### config.mk
export PLATFORM = sky130hd
export DESIGN_NAME = json_string_unescape_unit
export DESIGN_NICKNAME = d
export VERILOG_FILES = /design/src/hw/rtl/jsu_pkg.sv /design/src/hw/rtl/jsu_decode.sv /design/src/hw/rtl/json_string_unescape_unit.sv
export SDC_FILE = /design/constraint.sdc
export NUM_CORES = 1
export LEC_CHECK = 0
export BUFFER_PORTS_ARGS = -buffer_cell sky130_fd_sc_hd__buf_2
export CAP_MARGIN = 30
export CORE_MARGIN = 2
export CORE_UTILIZATION = 39
export DETAILED_ROUTE_END_ITERATION = 10
export SYNTH_ARGS = -nofsm -noshare
export SYNTH_HDL_FRONTEND = slang
export SYNTH_SLANG_ARGS = --single-unit
### constraint.sdc
create_clock -name clk -period 3.2 [get_ports clk]
set_input_delay 0.32 -clock clk [delete_from_list [all_inputs] [get_ports clk]]
set_output_delay 0.32 -clock clk [all_outputs]
set_load 0.05 [all_outputs]
### src/hw/rtl/jsu_pkg.sv
`default_nettype none
// ----------------------------------------------------------------------------
// jsu_pkg
// Shared codes, types and helpers for the JSON string unescape unit.
// ----------------------------------------------------------------------------
package jsu_pkg;

  localparam logic [1:0] MODE_REGULAR = 2'd0;
  localparam logic [1:0] MODE_ESCAPED = 2'd1;
  localparam logic [1:0] MODE_HEX     = 2'd2;

  localparam logic [2:0] ST_CONTINUE = 3'd0;
  localparam logic [2:0] ST_DONE     = 3'd1;
  localparam logic [2:0] ST_CTRL     = 3'd2;
  localparam logic [2:0] ST_ESCAPE   = 3'd3;
  localparam logic [2:0] ST_HEX      = 3'd4;
  localparam logic [2:0] ST_ZERO     = 3'd5;
  localparam logic [2:0] ST_SURR     = 3'd6;
  localparam logic [2:0] ST_UNTERM   = 3'd7;

  localparam logic [7:0] CH_QUOTE     = 8'h22;
  localparam logic [7:0] CH_BACKSLASH = 8'h5C;
  localparam logic [7:0] CH_SLASH     = 8'h2F;
  localparam logic [7:0] CH_B         = 8'h62;
  localparam logic [7:0] CH_F         = 8'h66;
  localparam logic [7:0] CH_N         = 8'h6E;
  localparam logic [7:0] CH_R         = 8'h72;
  localparam logic [7:0] CH_T         = 8'h74;
  localparam logic [7:0] CH_U         = 8'h75;
  localparam logic [7:0] CTRL_MAX     = 8'h1F;

  localparam logic [7:0] BS_CODE = 8'h08;
  localparam logic [7:0] FF_CODE = 8'h0C;
  localparam logic [7:0] LF_CODE = 8'h0A;
  localparam logic [7:0] CR_CODE = 8'h0D;
  localparam logic [7:0] HT_CODE = 8'h09;

  localparam logic [15:0] CP_ONE_MAX  = 16'h007F;
  localparam logic [15:0] CP_TWO_MAX  = 16'h07FF;
  localparam logic [15:0] CP_SURR_LO  = 16'hD800;
  localparam logic [15:0] CP_SURR_HI  = 16'hDFFF;

  typedef struct packed {
    logic [1:0]  mode;
    logic        failed;
    logic [1:0]  hex_count;
    logic [11:0] hex_value;
  } jsu_state_t;

  // Everything one input word produces: up to three bytes and a status.
  typedef struct packed {
    logic [7:0] b0;
    logic [7:0] b1;
    logic [7:0] b2;
    logic [1:0] nbytes;
    logic [2:0] status;
  } jsu_burst_t;

  // Bit 4 flags a valid hex digit, bits 3:0 hold its value.
  function automatic logic [4:0] hex_digit(input logic [7:0] c);
    logic [4:0] r;
    r = 5'd0;
    if (c >= 8'h30 && c <= 8'h39) begin
      r = {1'b1, c[3:0]};
    end else if ((c >= 8'h61 && c <= 8'h66) || (c >= 8'h41 && c <= 8'h46)) begin
      r = {1'b1, c[3:0] + 4'd9};
    end
    return r;
  endfunction

endpackage
`default_nettype wire

### src/hw/rtl/jsu_decode.sv
`default_nettype none
// ----------------------------------------------------------------------------
// jsu_decode
// Next-state and output decode for one string body byte.
// ----------------------------------------------------------------------------
module jsu_decode import jsu_pkg::*; (
  input  wire logic [7:0] in_byte,
  input  wire logic       in_ended,
  input  wire jsu_state_t cur,
  output jsu_state_t      nxt,
  output jsu_burst_t      burst
);

  logic [4:0]  hd;
  logic [15:0] cp;

  assign hd = hex_digit(in_byte);
  assign cp = {cur.hex_value, hd[3:0]};

  always_comb begin
    nxt   = cur;
    burst = '0;
    burst.status = ST_CONTINUE;
    if (cur.failed) begin
      burst.status = ST_UNTERM;
    end else if (in_ended) begin
      nxt = '0;
      nxt.failed = 1'b1;
      burst.status = ST_UNTERM;
    end else begin
      case (cur.mode)
        MODE_ESCAPED: begin
          nxt.mode = MODE_REGULAR;
          burst.nbytes = 2'd1;
          case (in_byte)
            CH_BACKSLASH, CH_SLASH, CH_QUOTE: burst.b0 = in_byte;
            CH_B: burst.b0 = BS_CODE;
            CH_F: burst.b0 = FF_CODE;
            CH_N: burst.b0 = LF_CODE;
            CH_R: burst.b0 = CR_CODE;
            CH_T: burst.b0 = HT_CODE;
            CH_U: begin
              nxt.mode      = MODE_HEX;
              nxt.hex_count = 2'd0;
              nxt.hex_value = 12'd0;
              burst.nbytes  = 2'd0;
            end
            default: begin
              nxt = '0;
              nxt.failed   = 1'b1;
              burst.nbytes = 2'd0;
              burst.status = ST_ESCAPE;
            end
          endcase
        end
        MODE_HEX: begin
          if (!hd[4]) begin
            nxt = '0;
            nxt.failed   = 1'b1;
            burst.status = ST_HEX;
          end else if (cur.hex_count != 2'd3) begin
            nxt.hex_value = cp[11:0];
            nxt.hex_count = cur.hex_count + 2'd1;
          end else begin
            nxt = '0;
            if (cp == 16'd0) begin
              nxt.failed   = 1'b1;
              burst.status = ST_ZERO;
            end else if (cp <= CP_ONE_MAX) begin
              burst.b0     = cp[7:0];
              burst.nbytes = 2'd1;
            end else if (cp <= CP_TWO_MAX) begin
              burst.b0     = {3'b110, cp[10:6]};
              burst.b1     = {2'b10, cp[5:0]};
              burst.nbytes = 2'd2;
            end else if (cp >= CP_SURR_LO && cp <= CP_SURR_HI) begin
              nxt.failed   = 1'b1;
              burst.status = ST_SURR;
            end else begin
              burst.b0     = {4'b1110, cp[15:12]};
              burst.b1     = {2'b10, cp[11:6]};
              burst.b2     = {2'b10, cp[5:0]};
              burst.nbytes = 2'd3;
            end
          end
        end
        default: begin
          // Regular mode; the spare mode code behaves the same way.
          nxt.mode = MODE_REGULAR;
          if (in_byte == CH_QUOTE) begin
            burst.status = ST_DONE;
          end else if (in_byte == CH_BACKSLASH) begin
            nxt.mode = MODE_ESCAPED;
          end else if (in_byte <= CTRL_MAX) begin
            nxt = '0;
            nxt.failed   = 1'b1;
            burst.status = ST_CTRL;
          end else begin
            burst.b0     = in_byte;
            burst.nbytes = 2'd1;
          end
        end
      endcase
    end
  end

endmodule
`default_nettype wire

### src/hw/rtl/json_string_unescape_unit.sv
`default_nettype none
// Latency: the first result word of an input word is registered and is on the
// output in the cycle after the input is accepted.
// Throughput: one input word per cycle while each yields one result word and
// the output is not stalled; a \u escape that encodes to two or three UTF-8
// bytes holds the single result register while it drains one word per cycle.
// Reset (synchronous, active low) returns to regular mode and clears the error.
// ----------------------------------------------------------------------------
// json_string_unescape_unit
// Decodes a JSON string body byte stream into raw bytes with status words.
// ----------------------------------------------------------------------------
module json_string_unescape_unit import jsu_pkg::*; (
  input  wire logic       clk,
  input  wire logic       rst_n,
  input  wire logic       in_valid,
  output logic            in_stall,
  input  wire logic [7:0] in_byte,
  input  wire logic       in_input_ended,
  output logic            out_valid,
  input  wire logic       out_stall,
  output logic [7:0]      out_byte,
  output logic            out_byte_valid,
  output logic            out_last,
  output logic [2:0]      out_status
);

  jsu_state_t state_r, state_nxt;
  jsu_burst_t burst_r, burst_nxt;
  logic       busy_r;
  logic [1:0] idx_r;
  logic       take, take_last, accept;

  jsu_decode u_decode (
    .in_byte  (in_byte),
    .in_ended (in_input_ended),
    .cur      (state_r),
    .nxt      (state_nxt),
    .burst    (burst_nxt)
  );

  assign out_valid = busy_r;
  assign out_byte_valid = (burst_r.nbytes != 2'd0);
  assign out_last = (burst_r.nbytes == 2'd0) || (idx_r == burst_r.nbytes - 2'd1);
  assign out_status = out_last ? burst_r.status : ST_CONTINUE;

  always_comb begin
    case (idx_r)
      2'd0:    out_byte = burst_r.b0;
      2'd1:    out_byte = burst_r.b1;
      default: out_byte = burst_r.b2;
    endcase
    if (!out_byte_valid) begin
      out_byte = 8'd0;
    end
  end

  assign take      = busy_r && !out_stall;
  assign take_last = take && out_last;
  // A new word may load as the last word of the current burst leaves.
  assign in_stall  = busy_r && !take_last;
  assign accept    = in_valid && !in_stall;

  always_ff @(posedge clk) begin
    if (!rst_n) begin
      state_r <= '0;
      busy_r  <= 1'b0;
      idx_r   <= 2'd0;
    end else if (accept) begin
      state_r <= state_nxt;
      busy_r  <= 1'b1;
      idx_r   <= 2'd0;
    end else if (take_last) begin
      busy_r  <= 1'b0;
    end else if (take) begin
      idx_r   <= idx_r + 2'd1;
    end
  end

  always_ff @(posedge clk) begin
    if (accept) begin
      burst_r <= burst_nxt;
    end
  end

endmodule
`default_nettype wire

# Word level (Yosys, flattened, before mapping)

Cells that the tools add are included.

Flip-flop bits (word level): 49
Output and inout bits: 15
Logic and storage cells: 145

Add/subtract/negate cells: 4
Order comparisons: 11
Eq/ne operators: 18
Multiplexer cells: 67
Bitwise logic cells: 5
Reductions and logical operators: 29

Operator list:

| kind                                                               | number |
|---|---|
| two-way mux 26 bit                                                 | 11 |
| two-way mux 16 bit                                                 | 9 |
| equality test 8 x 7 -> 1 bit (second input constant)               | 7 |
| two-way mux 17 bit                                                 | 3 |
| two-way mux 8 bit                                                  | 6 |
| one-hot mux 8 bit (6 select lines)                                 | 1 |
| two-way mux 15 bit                                                 | 3 |
| one-hot mux 17 bit (2 select lines)                                | 1 |
| one-hot mux 8 bit (2 select lines)                                 | 2 |
| two-way mux 29 bit                                                 | 1 |
| two-way mux 14 bit                                                 | 2 |
| two-way mux 3 bit                                                  | 8 |
| equality test 8 x 6 -> 1 bit (second input constant)               | 2 |
| greater-or-equal comparator 16 bit (second input constant)         | 1 |
| greater-or-equal comparator 8 x 7 -> 1 bit (second input constant) | 2 |
| less-or-equal comparator 16 x 11 -> 1 bit (second input constant)  | 1 |
| less-or-equal comparator 16 bit (second input constant)            | 1 |
| less-or-equal comparator 16 x 7 -> 1 bit (second input constant)   | 1 |
| less-or-equal comparator 8 x 7 -> 1 bit (second input constant)    | 2 |
| zero test 16 bit                                                   | 1 |
| OR reduction 8 bit                                                 | 2 |
| two-way mux 2 bit                                                  | 7 |
| inequality test 4 bit (second input constant)                      | 3 |
| two-way mux 5 bit                                                  | 2 |
| 28 further kinds                                                   | 55 |

# Depth between registers and ports, before layout

Depth after elaboration: 29
Depth in mapped cells: 10
Depth with buffers taken out: 9

# Cells and area by module

From an unflattened synthesis, not the netlist that was laid out.

Cells, all modules: 371
Area total of the unflattened synthesis: 3345.7 um^2

By module, submodules not included:

| module                    | instances | cells each | area each (um^2) |
|---|---|---|---|
| json_string_unescape_unit | 1         | 161        | 1993.2 |
| jsu_decode                | 1         | 210        | 1352.5 |

# Worst setup path before layout

OpenSTA, ideal clock, no wires.

Path type: in2reg
From: input in_byte[0]
To: register burst_r[23] in the netlist's numbering (data pin)
Library setup time: 0.267 ns
Data arrival time: 2.392 ns
Required time: 2.933 ns
Slack: 0.541 ns
Cell stages on the path: 9
Path buffers: 1
Path through: inv_1 > ha_1 > nor3b_1 > a311oi_4 > or4_1 > nor4_2 > or3b_1 > buf_2 > o211ai_1

Longest elaborated chain between the ends: 29
Elaborated cells on any way between the ends: 55
Those cells by class: add/sub (1); order compare (11); eq/ne (8); mux (28); reduce/logical (7)

Ends and longest elaborated chain:

| what                                                                                                         | RTL line                        | source |
|---|---|---|
| from (decl)                                                                                                  | json_string_unescape_unit.sv:17 | `input wire logic [7:0] in_byte,` |
| greater-or-equal comparator 8 x 7 -> 1 bit / less-or-equal comparator 8 x 7 -> 1 bit (equally long branches) | jsu_pkg.sv:65                   | `end else if ((c >= 8'h61 && c <= 8'h66) \|\| (c >= 8'h41 && c <= 8'h46)) begin` |
| logical AND 1 bit                                                                                            | jsu_pkg.sv:65                   |  |
| logical OR 1 bit                                                                                             | jsu_pkg.sv:65                   |  |
| two-way mux 5 bit                                                                                            | jsu_pkg.sv:65                   |  |
| two-way mux 5 bit                                                                                            | jsu_pkg.sv:63                   | `if (c >= 8'h30 && c <= 8'h39) begin` |
| greater-or-equal comparator 16 bit / less-or-equal comparator 16 bit (equally long branches)                 | jsu_decode.sv:76                | `end else if (cp >= CP_SURR_LO && cp <= CP_SURR_HI) begin` |
| logical AND 1 bit                                                                                            | jsu_decode.sv:76                |  |
| two-way mux 26 bit                                                                                           | jsu_decode.sv:76                |  |
| (+13 left out)                                                                                               | --                              |  |
| two-way mux 16 bit                                                                                           | jsu_decode.sv:31                | `case (cur.mode)` |
| two-way mux 16 bit                                                                                           | jsu_decode.sv:26                | `end else if (in_ended) begin` |
| two-way mux 16 bit                                                                                           | jsu_decode.sv:24                | `if (cur.failed) begin` |
| two-way mux 8 bit                                                                                            | jsu_decode.sv:69                | `end else if (cp <= CP_ONE_MAX) begin` |
| two-way mux 26 bit                                                                                           | jsu_decode.sv:66                | `if (cp == 16'd0) begin` |
| two-way mux 29 bit                                                                                           | jsu_decode.sv:61                | `end else if (cur.hex_count != 2'd3) begin` |
| two-way mux 26 bit                                                                                           | jsu_decode.sv:57                | `if (!hd[4]) begin` |
| one-hot mux 8 bit (2 select lines) *                                                                         | jsu_decode.sv:31                |  |
| to (signal assigned)                                                                                         | json_string_unescape_unit.sv:81 | `burst_r <= burst_nxt;` |
| to (decl)                                                                                                    | json_string_unescape_unit.sv:28 | `jsu_burst_t burst_r, burst_nxt;` |

Every way passes the cells marked *; elsewhere a longest branch is shown, timed or not. The select of a mux whose other input is x is not followed.
A chain may end at the register's enable or synchronous reset.

# Worst setup path after layout

From: register burst_r[3] in the netlist's numbering
To: register state_r[12] in the netlist's numbering

Longest elaborated chain between the ends: 9
Elaborated cells on any way between the ends: 10
Those cells by class: add/sub (1); eq/ne (1); reduce/logical (8)

Ends and longest elaborated chain:

| what                                   | RTL line                        | source |
|---|---|---|
| subtractor 2 x 1 -> 2 bit              | json_string_unescape_unit.sv:43 | `assign out_last = (burst_r.nbytes == 2'd0) \|\| (idx_r == burst_r.nbytes - 2'd1);` |
| equality test 2 bit                    | json_string_unescape_unit.sv:43 |  |
| logical OR 1 bit *                     | json_string_unescape_unit.sv:43 |  |
| logical AND 1 bit *                    | json_string_unescape_unit.sv:58 | `assign take_last = take && out_last;` |
| zero test 1 bit *                      | json_string_unescape_unit.sv:60 | `assign in_stall = busy_r && !take_last;` |
| logical AND 1 bit *                    | json_string_unescape_unit.sv:60 |  |
| zero test 1 bit *                      | json_string_unescape_unit.sv:61 | `assign accept = in_valid && !in_stall;` |
| logical AND 1 bit *                    | json_string_unescape_unit.sv:61 |  |
| AND reduction 6 bit (no source line) * | --                              |  |
| to (signal assigned)                   | json_string_unescape_unit.sv:69 | `state_r <= state_nxt;` |
| to (decl)                              | json_string_unescape_unit.sv:27 | `jsu_state_t state_r, state_nxt;` |

Every way passes the cells marked *; elsewhere a longest branch is shown, timed or not.

==> flow_summary_export.csv <==
group,metric,value,unit
yosys,yosysSeqAreaShare,0.420,
finish,syn_to_final_growth,12.2,%
floorplan,initial_core_util,0.399,
yosys,synthArstFlopShare,0,
finish,layout-drive-gt1-share,0.173,
floorplan,io_pins,28,
cts,htreeDepth,2,
cts,cts_resized,0,
yosys,synth_adder_area_share,0.0434,
yosys,syn-num-nets,331,
yosys,ys_warn_count,0,
place,globalplace.congestion,0.887,
yosys,synth_top_family_by_area,"compound AO/OA/AOI/OAI gates",
setup_path,reg2reg_depth,10,
setup_path,crit_fanout,13,
timing,layout_min_cycle_time,2700,ps
yosys,synthFlopType,"edfxtp_1",
yosys,synth_compound_area_frac,0.239,
status,status,"complete, no violations",
drt,vias,2389,
yosys,ys_types,61,
drt,drt_wl_total,6930,um
cts,cts-buffers-inserted,5,
finish,fin_area,0.00323,mm^2
cts,worstSkewPairLatency,300,ps
cts,clock_sinks,47,
floorplan,core,0.00721,mm^2
setup_path,critPathArrivalTime,2890,ps
place,pre_cts_slack,280,ps
setup_path,cp.depth,10,
floorplan,num_rows,31,
setup_path,slowest_stage,"nor4b_1",
floorplan,die_y,90.0,um
timing,tightest_slew,577,ps
min_path,hold_path.class,"in -> reg",
setup_path,r2r-end,"state_r[12]$_SDFFE_PN0P_",
cts,cts_buffer_depth,2,
setup_path,crit_buf_inv,3,
pwr,leakage,1.20,nW
place,dp_hpwl,5210,um
global_route,grt_max_degree,28,
setup_path,r2r_slack,500,ps
place,dpl-instance-area,0.00313,mm^2
setup_path,r2r_start,"burst_r[3]$_SDFFCE_PP0P_",
yosys,synthCells,308,
yosys,syn_avg_cell_area,9.36,um^2
setup_path,cp-start-kind,"register",
timing,layout_setup_ws,499,ps
timing,finalHoldViolations,0,
drt,ant_nets,0,
yosys,synth_edf_count,27,
yosys,synth-xor-area-share,0.00912,
timing,relSlewSlack,0.615,
timing,drv_slew,0,
global_route,grt.total_usage,0.176,
timing,clock_skew,8.68,ps
timing,tns,0,ps
cts,clock-root-buffer,"clkbuf_8",
drt,post_drt_wl_per_cell,15.9,um
yosys,synthSimpleGateAreaFrac,0.228,
finish,n_antenna_cell,0,
finish,fin_nets,358,
floorplan,die_w,90.0,um
yosys,synth_area,0.00288,mm^2
yosys,synth_top_area_cell,"edfxtp_1",
timing,max_freq,0.370,GHz
timing,setup_viol,0,
global_route,antenna_found_initial,0,
setup_path,path_cells,"inv_1, ha_1, xor2_1, a21oi_1, o21ai_0, inv_1, nor4b_1, a21oi_1, buf_4, mux2_2",
global_route,grt_pass1_wl,11700,um
global_route,grt_pass1_vias,2303,
cts,post_cts_buffers,0,
global_route,overflow,0,
place,port_buffers,27,
floorplan,die-area,0.00809,mm^2
pwr,p_per_area,397,mW/mm^2
pwr,vdd.ir_drop.worst,0.000149,V
drt,drc,0,
drt,drt-initial-drc-count,239,
min_path,min_from,"in_valid",
setup_path,worstSetupEndpointType,"register",
drt,first_pass_iters,5,
setup_path,worst_ep_required_time,3390,ps
cts,ctsHoldBuffers,0,
setup_path,crit_end,"state_r[12]$_SDFFE_PN0P_",
setup_path,startpoint,"burst_r[3]$_SDFFCE_PP0P_",
cts,clkTransAtPathRegs,90,ps
cts,cts_tree,"done",
yosys,synth_mux_area_frac,0.0148,
yosys,synth_top_area_share,0.281,
timing,rsz0062_at_grt,"false",
timing,timing.final.crit_share,0.844,
run,maxCapViolCount,0,
yosys,synth_seq_cells,47,
setup_path,path_delay_family,"compound AO/OA/AOI/OAI gates",
yosys,ys_top_cells_by_area,"edfxtp_1, dfxtp_1, ha_1, a22oi_1, nand2_1",
drt,via_per_inst,5.49,
setup_path,path_class,"reg -> reg",
setup_path,worst_path_largest_cell_delay,520,ps
==> worst reg2reg max path: stages (launching register included) <==
cell	delay, ps
edfxtp_1	420
inv_1	80
ha_1	230
xor2_1	140
a21oi_1	140
o21ai_0	340
inv_1	120
nor4b_1	520
a21oi_1	130
buf_4	210
mux2_2	270
==> per-stage QoR <==
step                hold slack [ps]  total power, W  cells   util
finish                          273         0.00128    435  0.448
global route                    288         0.00134    435  0.448
CTS                             266         0.00129    435  0.448
detailed placement              475        0.000913    427  0.434
global placement                462        0.000911    427  0.434
floorplan                       441        0.000849    308      -
==> report_power, final <==
group	switching, W	internal (W)
Clock	0.000209	0.000177
Combinational	0.000160	0.0000644
Sequential	0.00000979	0.000664
Total	0.000379	0.000905
==> final cells by class <==
type	instances	area (um^2)
Fill cell	719	3980
Timing Repair Buffer	34	188
Sequential cell	47	1210
Tap cell	99	124
Clock inverter	2	16.3
Inverter	19	71.3
Multi-Input combinational cell	228	1540
Clock buffer	6	82.6
==> worst min path at each step <==
| stage | end | cells past startpoint |
|---|---|---|
| 3_5_place_dp | state_r[15]$_SDFFE_PN0P_ | 2 |
| 5_1_grt | out_valid$_SDFFE_PN0P_ | 3 |
| 4_1_cts | out_valid$_SDFFE_PN0P_ | 3 |
| 2_1_floorplan | out_valid$_SDFFE_PN0P_ | 2 |
| 3_3_place_gp | state_r[15]$_SDFFE_PN0P_ | 2 |
| 6_report | out_valid$_SDFFE_PN0P_ | 3 |
==> Yosys cell counts (all sizes together) (2+ instances only) <==
cell and n:
nand2 28, edfxtp 27, nor2 25, dfxtp 20, inv 19, a21oi 18, o21ai 16, a22oi 15
a22o 13, and2 10, ha 10, buf 8, nor4 8, nor2b 7, nor3 7, clkbuf 6
nand3 5, o211ai 5, and3 4, nand4 3, nor3b 3, nor4b 3, or3 3, or3b 3
a211o 2, a221oi 2, a31oi 2, mux2 2, mux2i 2, nand4b 2, o21bai 2, o22ai 2
o31ai 2, or2 2, or4 2, xor2 2
==> logic make-up (layout without fill, tap and decap cells) <==
family                     Yosys count  after routing
AOI/OAI and AO/OA                   91             91
xor gates and xnor gates             3              3
adders and majority gates           10             10
buffers and inverters               33             61
DFF                                 47             47
muxes                                4              4
and+or+nand+nor                    120            120
==> per-layer routing <==
layer	routed length, um	GRT usage
met1	3450	0.263
met2	3110	0.272
met3	310	0.0235
met4	63	0.0449
met5	0	0
==> placed cells by master (no fill, tap or decap), drive strengths merged, types with 3 or more instances in the layout <==
| cell | count |
|---|---|
| nand4 | 3 |
| a22o | 13 |
| nor4b | 3 |
| nor3b | 3 |
| nor2b | 7 |
| or3b | 3 |
| nor2 | 25 |
| edfxtp | 27 |
| dfxtp | 20 |
| nor4 | 8 |
| a21oi | 18 |
| and2 | 10 |
| clkbuf | 6 |
| or3 | 3 |
| nand3 | 5 |
| buf | 34 |
| o211ai | 5 |
| a22oi | 15 |
| o21ai | 16 |
| ha | 10 |
| inv | 19 |
| nand2 | 28 |
| nor3 | 7 |
| and3 | 4 |
==> state kept, by name, summed over array words and instances (netlist names) <==
name / cells
burst_r: 27
idx_r: 2
out_valid: 1
state_r: 17
Note: power is estimated with default switching activity, not from simulation.
